**config.mk**
```make
export PLATFORM = sky130hd
export DESIGN_NAME = two_speed_led_blink_sequencer_unit_flat
export DESIGN_NICKNAME = d
export VERILOG_FILES = /design/src/design/tsbs_pkg.sv /design/src/design/tsbs_chan_if.sv /design/src/design/tsbs_csr.sv /design/src/design/tsbs_core.sv /design/src/design/two_speed_led_blink_sequencer_unit.sv /design/src/flat_wrapper.sv
export SDC_FILE = /design/constraint.sdc
export NUM_CORES = 1
export LEC_CHECK = 0
export BUFFER_PORTS_ARGS = -buffer_cell sky130_fd_sc_hd__clkbuf_2
export CAP_MARGIN = 15
export CORE_UTILIZATION = 60
export DETAILED_ROUTE_END_ITERATION = 12
export GPL_TIMING_DRIVEN = 0
export PLACE_DENSITY = 0.77
export RECOVER_POWER = 100
export SYNTH_ARGS = -nofsm -noshare
export SYNTH_HDL_FRONTEND = slang
export SYNTH_HIERARCHICAL = 1
export SYNTH_SLANG_ARGS = --single-unit
```
**constraint.sdc**
```tcl
create_clock -name clock -period 9.75 [get_ports clock]
set_input_delay 0.975 -clock clock [delete_from_list [all_inputs] [get_ports clock]]
set_output_delay 0.975 -clock clock [all_outputs]
set_load 0.005 [all_outputs]
```
**src/design/tsbs_pkg.sv**
```systemverilog
package tsbs_pkg;

   // operation codes of an input item
   localparam logic [1:0] OP_TICK       = 2'd0;
   localparam logic [1:0] OP_NORMAL_REQ = 2'd1;
   localparam logic [1:0] OP_MIXED_REQ  = 2'd2;

   // configuration register indexes
   localparam int CSR_INDEX_WIDTH = 3;
   localparam logic [CSR_INDEX_WIDTH-1:0] CSR_NORMAL_PERIOD = 3'd0;
   localparam logic [CSR_INDEX_WIDTH-1:0] CSR_NORMAL_REPEATS = 3'd1;
   localparam logic [CSR_INDEX_WIDTH-1:0] CSR_FIRST_PERIOD = 3'd2;
   localparam logic [CSR_INDEX_WIDTH-1:0] CSR_FIRST_REPEATS = 3'd3;
   localparam logic [CSR_INDEX_WIDTH-1:0] CSR_SECOND_PERIOD = 3'd4;
   localparam logic [CSR_INDEX_WIDTH-1:0] CSR_SECOND_REPEATS = 3'd5;

   localparam int CSR_DATA_WIDTH = 16;
   localparam int TICKS_WIDTH    = 12;

   // reset values of the registers
   localparam logic [15:0] NORMAL_PERIOD_RESET  = 16'd500;
   localparam logic [15:0] NORMAL_REPEATS_RESET = 16'd5;
   localparam logic [15:0] FIRST_PERIOD_RESET   = 16'd500;
   localparam logic [15:0] FIRST_REPEATS_RESET  = 16'd3;
   localparam logic [15:0] SECOND_PERIOD_RESET  = 16'd200;
   localparam logic [15:0] SECOND_REPEATS_RESET = 16'd2;

   // reciprocal of 5 scaled by 2^18, exact for 14-bit operands
   localparam logic [15:0] RECIP_FIVE = 16'hCCCD;

   typedef struct packed {
      logic [1:0] op;
      logic       flag_value;
   } req_payload_type;

   typedef struct packed {
      logic led_lit;
      logic running;
      logic mixed_running;
      logic in_second_stage;
      logic normal_request;
      logic mixed_request;
   } rsp_payload_type;

   // settings as the sequencer uses them: periods already as half-period ticks
   typedef struct packed {
      logic [TICKS_WIDTH-1:0] normal_half;
      logic [15:0]            normal_repeats;
      logic [TICKS_WIDTH-1:0] first_half;
      logic [15:0]            first_repeats;
      logic [TICKS_WIDTH-1:0] second_half;
      logic [15:0]            second_repeats;
   } cfg_type;

   // half period in 10 ms ticks: (ms / 10) >> 1 == (ms >> 2) / 5, at least 1
   function automatic logic [TICKS_WIDTH-1:0] half_ticks(input logic [15:0] ms);
      logic [29:0]            prod;
      logic [TICKS_WIDTH-1:0] t;
      prod = 30'(ms[15:2]) * 30'(RECIP_FIVE);
      t = prod[29:18];
      return (t == '0) ? TICKS_WIDTH'(1) : t;
   endfunction

endpackage

```
**src/design/tsbs_chan_if.sv**
```systemverilog
interface tsbs_chan_if #(
   parameter type payload_type = logic
) ();
   logic        valid;
   logic        ready;
   payload_type payload;

   modport source (output valid, output payload, input ready);
   modport sink (input valid, input payload, output ready);
endinterface

```
**src/design/tsbs_csr.sv**
```systemverilog
module tsbs_csr
   import tsbs_pkg::*;
(
   input  logic                       clock,
   input  logic                       reset,
   input  logic                       csr_we,
   input  logic [CSR_INDEX_WIDTH-1:0] csr_index,
   input  logic [CSR_DATA_WIDTH-1:0]  csr_wdata,
   output cfg_type                    cfg
);

   cfg_type                cfg_ff;
   cfg_type                cfg_in;
   logic [TICKS_WIDTH-1:0] wdata_half;

   // period registers keep the converted half period
   assign wdata_half = half_ticks(csr_wdata);

   // register write decode, unknown indexes are dropped
   always_comb begin
      cfg_in = cfg_ff;
      if (csr_we) begin
         unique case (csr_index)
            CSR_NORMAL_PERIOD:  cfg_in.normal_half    = wdata_half;
            CSR_NORMAL_REPEATS: cfg_in.normal_repeats = csr_wdata;
            CSR_FIRST_PERIOD:   cfg_in.first_half     = wdata_half;
            CSR_FIRST_REPEATS:  cfg_in.first_repeats  = csr_wdata;
            CSR_SECOND_PERIOD:  cfg_in.second_half    = wdata_half;
            CSR_SECOND_REPEATS: cfg_in.second_repeats = csr_wdata;
            default:            cfg_in = cfg_ff;
         endcase
      end
   end

   always_ff @(posedge clock) begin
      if (reset) begin
         cfg_ff.normal_half    <= half_ticks(NORMAL_PERIOD_RESET);
         cfg_ff.normal_repeats <= NORMAL_REPEATS_RESET;
         cfg_ff.first_half     <= half_ticks(FIRST_PERIOD_RESET);
         cfg_ff.first_repeats  <= FIRST_REPEATS_RESET;
         cfg_ff.second_half    <= half_ticks(SECOND_PERIOD_RESET);
         cfg_ff.second_repeats <= SECOND_REPEATS_RESET;
      end else begin
         cfg_ff <= cfg_in;
      end
   end

   assign cfg = cfg_ff;

endmodule

```
**src/design/tsbs_core.sv**
```systemverilog
module tsbs_core
   import tsbs_pkg::*;
(
   input  logic    clock,
   input  logic    reset,
   input  cfg_type cfg,
   tsbs_chan_if.sink   req,
   tsbs_chan_if.source rsp
);

   typedef struct packed {
      logic                   normal_req;
      logic                   mixed_req;
      logic                   active;
      logic                   lit;
      logic                   mode_mixed;
      logic                   stage_second;
      logic [TICKS_WIDTH-1:0] countdown;
      logic [TICKS_WIDTH-1:0] reload;
      logic [TICKS_WIDTH-1:0] second_reload;
      logic [15:0]            normal_left;
      logic [15:0]            first_left;
      logic [15:0]            second_left;
   } seq_state_type;

   logic            in_valid_ff;
   logic            in_valid_in;
   req_payload_type in_item_ff;
   req_payload_type in_item_in;
   logic            out_valid_ff;
   logic            out_valid_in;
   rsp_payload_type out_item_ff;
   rsp_payload_type out_item_in;
   seq_state_type   st_ff;
   seq_state_type   st_in;
   logic            advance;
   logic            stop;

   // the held item moves on when the result register is free or being drained
   assign advance   = in_valid_ff && (!out_valid_ff || rsp.ready);
   assign req.ready = !in_valid_ff || advance;

   // sequencer update for the held item
   always_comb begin
      st_in = st_ff;
      stop  = (!st_ff.mode_mixed && !st_ff.normal_req) ||
              (st_ff.mode_mixed && !st_ff.mixed_req);

      unique case (in_item_ff.op)
         OP_TICK: begin
            if (st_ff.active) begin
               if (stop) begin
                  st_in.active = 1'b0;
               end else begin
                  st_in.countdown = st_ff.countdown - TICKS_WIDTH'(1);
                  if (st_in.countdown == '0) begin
                     st_in.countdown = st_ff.reload;
                     if (!st_ff.lit) begin
                        st_in.lit = 1'b1;
                     end else begin
                        st_in.lit = 1'b0;
                        if (!st_ff.mode_mixed) begin
                           // zero count means endless
                           if (st_ff.normal_left != '0) begin
                              st_in.normal_left = st_ff.normal_left - 16'd1;
                              if (st_in.normal_left == '0) begin
                                 st_in.active     = 1'b0;
                                 st_in.normal_req = 1'b0;
                              end
                           end
                        end else if (!st_ff.stage_second) begin
                           st_in.first_left = st_ff.first_left - 16'd1;
                           if (st_in.first_left == '0) begin
                              st_in.stage_second = 1'b1;
                              st_in.reload       = st_ff.second_reload;
                              st_in.countdown    = st_ff.second_reload;
                           end
                        end else begin
                           st_in.second_left = st_ff.second_left - 16'd1;
                           if (st_in.second_left == '0) begin
                              st_in.active    = 1'b0;
                              st_in.mixed_req = 1'b0;
                           end
                        end
                     end
                  end
               end
            end
         end
         OP_NORMAL_REQ: st_in.normal_req = in_item_ff.flag_value;
         OP_MIXED_REQ: begin
            st_in.mixed_req = in_item_ff.flag_value;
            if (in_item_ff.flag_value) begin
               st_in.normal_req = 1'b0;
            end
         end
         default: st_in = st_ff;
      endcase

      // dispatch: mixed request wins over normal
      if (st_in.mixed_req) begin
         if (!st_in.active || !st_in.mode_mixed) begin
            st_in.normal_req    = 1'b0;
            st_in.reload        = cfg.first_half;
            st_in.second_reload = cfg.second_half;
            st_in.countdown     = cfg.first_half;
            st_in.mode_mixed    = 1'b1;
            st_in.stage_second  = 1'b0;
            st_in.first_left    = cfg.first_repeats;
            st_in.second_left   = cfg.second_repeats;
            st_in.lit           = 1'b1;
            st_in.active        = 1'b1;
         end
      end else if (st_in.normal_req && !st_in.active) begin
         st_in.reload      = cfg.normal_half;
         st_in.countdown   = cfg.normal_half;
         st_in.normal_left = cfg.normal_repeats;
         st_in.mode_mixed  = 1'b0;
         st_in.lit         = 1'b1;
         st_in.active      = 1'b1;
      end

      out_item_in.led_lit         = st_in.lit && st_in.active;
      out_item_in.running         = st_in.active;
      out_item_in.mixed_running   = st_in.mode_mixed;
      out_item_in.in_second_stage = st_in.mode_mixed && st_in.stage_second;
      out_item_in.normal_request  = st_in.normal_req;
      out_item_in.mixed_request   = st_in.mixed_req;
   end

   // input register
   always_comb begin
      in_valid_in = in_valid_ff;
      in_item_in  = in_item_ff;
      if (req.valid && req.ready) begin
         in_valid_in = 1'b1;
         in_item_in  = req.payload;
      end else if (advance) begin
         in_valid_in = 1'b0;
      end
   end

   // result register
   always_comb begin
      out_valid_in = out_valid_ff;
      if (advance) begin
         out_valid_in = 1'b1;
      end else if (rsp.ready) begin
         out_valid_in = 1'b0;
      end
   end

   always_ff @(posedge clock) begin
      if (reset) begin
         in_valid_ff  <= 1'b0;
         out_valid_ff <= 1'b0;
         st_ff        <= '0;
      end else begin
         in_valid_ff  <= in_valid_in;
         out_valid_ff <= out_valid_in;
         if (advance) begin
            st_ff <= st_in;
         end
      end
   end

   always_ff @(posedge clock) begin
      in_item_ff <= in_item_in;
      if (advance) begin
         out_item_ff <= out_item_in;
      end
   end

   assign rsp.valid   = out_valid_ff;
   assign rsp.payload = out_item_ff;

endmodule

```
**src/design/two_speed_led_blink_sequencer_unit.sv**
```systemverilog
// LED blink sequencer with a normal and a mixed two-speed mode. Each request
// transaction is a 10 ms tick or a write of one of the two request flags and
// produces exactly one response transaction with the LED and mode status. A
// transaction is taken every cycle when the response side keeps up; the
// response is registered: the input register holds the transaction, then
// one state update writes it into the result register, and that single
// update stage sets the rate of one transaction per cycle. Period registers
// are converted to half-period ticks when written; all register values take
// effect at the next animation start.
module two_speed_led_blink_sequencer_unit
   import tsbs_pkg::*;
(
   input  logic                       clock,
   input  logic                       reset,
   tsbs_chan_if.sink                  req,
   tsbs_chan_if.source                rsp,
   input  logic                       csr_we,
   input  logic [CSR_INDEX_WIDTH-1:0] csr_index,
   input  logic [CSR_DATA_WIDTH-1:0]  csr_wdata
);

   cfg_type cfg;

   // configuration registers
   tsbs_csr u_csr (
      .clock     (clock),
      .reset     (reset),
      .csr_we    (csr_we),
      .csr_index (csr_index),
      .csr_wdata (csr_wdata),
      .cfg       (cfg)
   );

   // sequencer with input and result registers
   tsbs_core u_core (
      .clock (clock),
      .reset (reset),
      .cfg   (cfg),
      .req   (req),
      .rsp   (rsp)
   );

endmodule
```
**src/flat_wrapper.sv**
```systemverilog
// flat-port wrapper written by rule: the top's interface ports become plain ports
module two_speed_led_blink_sequencer_unit_flat import tsbs_pkg::*;
  (clock, reset, csr_we, csr_index, csr_wdata, req_valid, req_payload, req_ready, rsp_valid, rsp_payload, rsp_ready);
  tsbs_chan_if req_i ();
  tsbs_chan_if rsp_i ();
  input  logic clock;
  input  logic reset;
  input  logic csr_we;
  input  logic [CSR_INDEX_WIDTH-1:0] csr_index;
  input  logic [CSR_DATA_WIDTH-1:0] csr_wdata;
  input wire logic [$bits(req_i.valid)-1:0] req_valid;
  input wire logic [$bits(req_i.payload)-1:0] req_payload;
  output wire logic [$bits(req_i.ready)-1:0] req_ready;
  output wire logic [$bits(rsp_i.valid)-1:0] rsp_valid;
  output wire logic [$bits(rsp_i.payload)-1:0] rsp_payload;
  input wire logic [$bits(rsp_i.ready)-1:0] rsp_ready;
  assign req_i.valid = req_valid;
  assign req_i.payload = req_payload;
  assign req_ready = req_i.ready;
  assign rsp_valid = rsp_i.valid;
  assign rsp_payload = rsp_i.payload;
  assign rsp_i.ready = rsp_ready;
  two_speed_led_blink_sequencer_unit u_core (.clock(clock), .reset(reset), .req(req_i), .rsp(rsp_i), .csr_we(csr_we), .csr_index(csr_index), .csr_wdata(csr_wdata));
endmodule
```
==> flow_summary.yaml <==
run_status:
  outcome: "finished clean"
global_route:
  antenna_found_initial: 0
  globalRouteOverflowTotal: 0
  grt_max_degree: 18
  grt_pass1_wl_mm: 69.46
  grt_usage_pct: 37.69
  grt_pass1_vias: 12900
drt:
  num_vias: 13509
  firstDrtPassIters: 6
  viasPerCell: 6.507
  drt_iter0_drc: 1502
  drc_errors: 0
  ant_nets: 0
  wl_mm: 44.09
  avgRoutedWirePerCell_um: 21.24
floorplan:
  top_level_ports: 28
  start_util_pct: 61.09
  coreArea_um2: 22640
  fp-row-count: 55
  fp.dieW_um: 153.8
  dieArea_um2: 23660
  die_h_um: 153.8
power:
  irDropWorstVdd_v: 0.0004531
  p_leak_uw: 0.005868
  p_per_area_nw_per_um2: 237.7
place:
  gp_congestion: 0.9870
  post-place-ws_ps: 2281
  dp_hpwl_mm: 34.14
  port_buffers: 26
clocking:
  cts_hold_buffers: 0
  clk_pin_slew_worst_paths_ps: 70
  cts_tree: "built"
  ctsLongestPathBuffers: 2
  cts_buffers: 17
  ctsResizeCount: 0
  root_buffer: "clkbuf_16"
  htree_levels: 4
  insertion_delay_ps: 430
  clock_sinks: 177
  cts_setup_buffers: 0
sta:
  drv_slew: 0
  setup_ws_ps: 2548
  setup_violations: 0
  tns_ps: 0
  fin_skew_ps: 10.32
  slew_headroom_pct: 2.385
  finalCriticalPeriod_ps: 7202
  clock.fmax_mhz: 138.9
  rsz0062_at_grt: "false"
  min_period_over_period_pct: 73.87
  hold_viol: 0
  tightest_slew_ps: 1444
critical_path:
  critPathMaxFanout: 8
  cpPeakStageDelay_ps: 800
  critPathTopFamily: "adder cells"
  crit_chain: "clkbuf_1 -> ha_1 -> inv_1 -> fa_1 -> fa_1 -> fa_1 -> inv_1 -> fa_1 -> inv_1 -> fa_1 -> inv_1 -> ha_1 -> a21oi_1 -> o211ai_1 -> a311oi_1 -> o221ai_1 -> xor2_1 -> a2111oi_0 -> a41oi_1 -> a211oi_2"
  worst-path-buf-inv: 5
  r2r_end: "u_core/u_core/st_ff[35]"
  critPathRequiredTime_ps: 10110
  reg2regPathDepth: 13
  cp_num_cells: 20
  cpMostUsedCell: "fa_1"
  endpoint: "u_core/u_csr/cfg[16]"
  r2r_start: "u_core/u_core/st_ff[72]"
  start_kind: "input pin"
  regToRegSetupSlack_ps: 4530
  crit_slowest_cell: "a311oi_1"
  cp-startpoint: "csr_wdata[10]"
  cp.arrival_ps: 7560
  endpoint_kind: "flip-flop"
  crit_type: "input pin to flip-flop"
yosys:
  yosys.area_share.adder_pct: 18.04
  postSynthAreaPerCell_um2: 7.981
  synth-xor-area-share_pct: 1.203
  synth-main-ff-cell: "dfxtp_1"
  synth_compound_area_share_pct: 21.97
  synth_top_family_by_area: "simple AND/OR/NAND/NOR gates"
  syn_inst: 1733
  ys_types: 112
  synth.mux.area_fraction_pct: 1.963
  yosysSeqAreaShare_pct: 25.69
  synth_area_um2: 13830
  synth-simple-area-share_pct: 23.51
  ys_async_sr_fraction_pct: 0
  synth_edf_count: 1
  yosysWarningCount: 6
  synth_seq_cells: 177
  synth_fp_nets: 1925
final_layout:
  antenna_cells: 0
  final_nets: 1970
  areaGrowthSynthToFinish_pct: 6.948
  layout-drive-gt1-share_pct: 7.035
min_path:
  min_path_type: "flip-flop to flip-flop"
flow_run:
  maxCapViolCount: 0
[worst register-to-register path, cell delays in order (launching register included)]
cell and delay [ps]:
dfxtp_1 330, clkbuf_1 300, inv_1 160, ha_1 230, o21bai_1 150, a211o_1 320, a311o_1 390, nor4b_1 1190
a21bo_4 310, inv_1 160, nor3_1 790, clkbuf_1 480, nand3_1 150, a31oi_1 180
[final cells by class]
| class | instances | area (um2) |
|---|---|---|
| fillers | 2014 | 7849 |
| clock buffers | 18 | 429.2 |
| repair buffers | 26 | 123.9 |
| flip-flops and latches | 177 | 3553 |
| clock inverters | 14 | 145.1 |
| well taps | 285 | 356.6 |
| multi-input cells | 1317 | 9159 |
| plain buffers | 99 | 499.2 |
| inverters | 140 | 525.5 |
[state kept, by name (all words and copies together) (netlist names)]
name and cells:
u_core/u_core/rsp.valid 1, u_core/u_csr/cfg 84, u_core/u_core/in_valid_ff 1, u_core/u_core/st_ff 90, u_core/u_core/rsp.payload 1
[where the power goes]
| part | switching [uW] | internal, uW |
|---|---|---|
| combinational | 1330 | 733 |
| sequential | 24.3 | 749 |
| clock | 318 | 362 |
[metal layers]
| layer | vias to the layer above | share of wire [%] | global-route usage [%] | routed length (um) |
|---|---|---|---|---|
| met3 | 119 | 8.9 | 6.680 | 3945 |
| met2 | 678 | 46 | 62.45 | 20460 |
| li1 | 6311 | - | - | - |
| met1 | 6401 | 40 | 47.94 | 17820 |
| met5 | - | 0 | 0 | 0 |
| met4 | 0 | 4.2 | 16.95 | 1873 |
[cells by family after synthesis]
logic type                 Yosys count
xor gates and xnor gates            19
buffers and inverters              239
AOI/OAI and AO/OA                  452
and+or+nand+nor                    653
muxes                               26
DFF                                177
adders and majority gates          167
[through the flow]
step	hold WS, ps	util, %	instance area (um2)	power, uW	cells
global route	488.9	65.33	14790	3785	2076
floorplan	430.7	-	13830	2288	1733
finish	462.6	65.33	14790	3516	2076
detailed placement	453.5	63.24	14320	2863	2044
global placement	447.9	63.24	14320	2831	2044
CTS	463.6	65.78	14890	3546	2076
[worst min-delay path by stage]
stage | start | end | slack (ps) | cells after the start
CTS | u_core/u_csr/cfg[66] | u_core/u_csr/cfg[66] | 460 | 2
detailed placement | u_core/u_csr/cfg[66] | u_core/u_csr/cfg[66] | 450 | 2
global route | u_core/u_csr/cfg[51] | u_core/u_csr/cfg[51] | 490 | 2
global placement | u_core/u_csr/cfg[79] | u_core/u_csr/cfg[79] | 450 | 2
floorplan | u_core/u_csr/cfg[40] | u_core/u_csr/cfg[40] | 430 | 2
finish | u_core/u_csr/cfg[51] | u_core/u_csr/cfg[51] | 460 | 2
[cell usage in the layout (no fill, tap or decap), types with 10 or more instances in the layout]
master	count
o21ai_0	68
dfxtp_1	176
nand3b_1	13
o32ai_1	10
ha_1	113
o211ai_1	28
mux2i_1	17
clkbuf_16	17
xnor2_1	11
o31a_1	11
nand2_1	256
or3_1	18
nor3_1	49
a211o_1	10
a31oi_1	29
inv_1	140
nand4_1	30
nor2_1	111
fa_1	54
a211oi_1	24
clkbuf_2	22
nand2b_1	12
nand3_1	55
a21oi_1	151
clkbuf_1	79
nor4_1	25
a22oi_1	10
[cell usage after synthesis, drive strengths merged, types with 12 or more instances]
cell | count | share of area [%]
nand2 | 257 | 7.0
dfxtp | 176 | 25
a21oi | 151 | 5.5
inv | 140 | 3.8
ha | 113 | 10
nor2 | 112 | 3.2
clkbuf | 74 | 2.5
o21ai | 69 | 2.5
nand3 | 55 | 2.0
fa | 54 | 7.8
nor3 | 50 | 1.9
nand4 | 31 | 1.4
a31oi | 30 | 1.4
o211ai | 28 | 1.5
a211oi | 26 | 1.5
nor4 | 26 | 1.2
buf | 25 | 1.3
or3 | 22 | 1.0
mux2i | 17 | 1.2
nand3b | 13 | 0.71
nand2b | 12 | 0.54
o31a | 12 | 0.82
(Power assumes the default switching activity.)
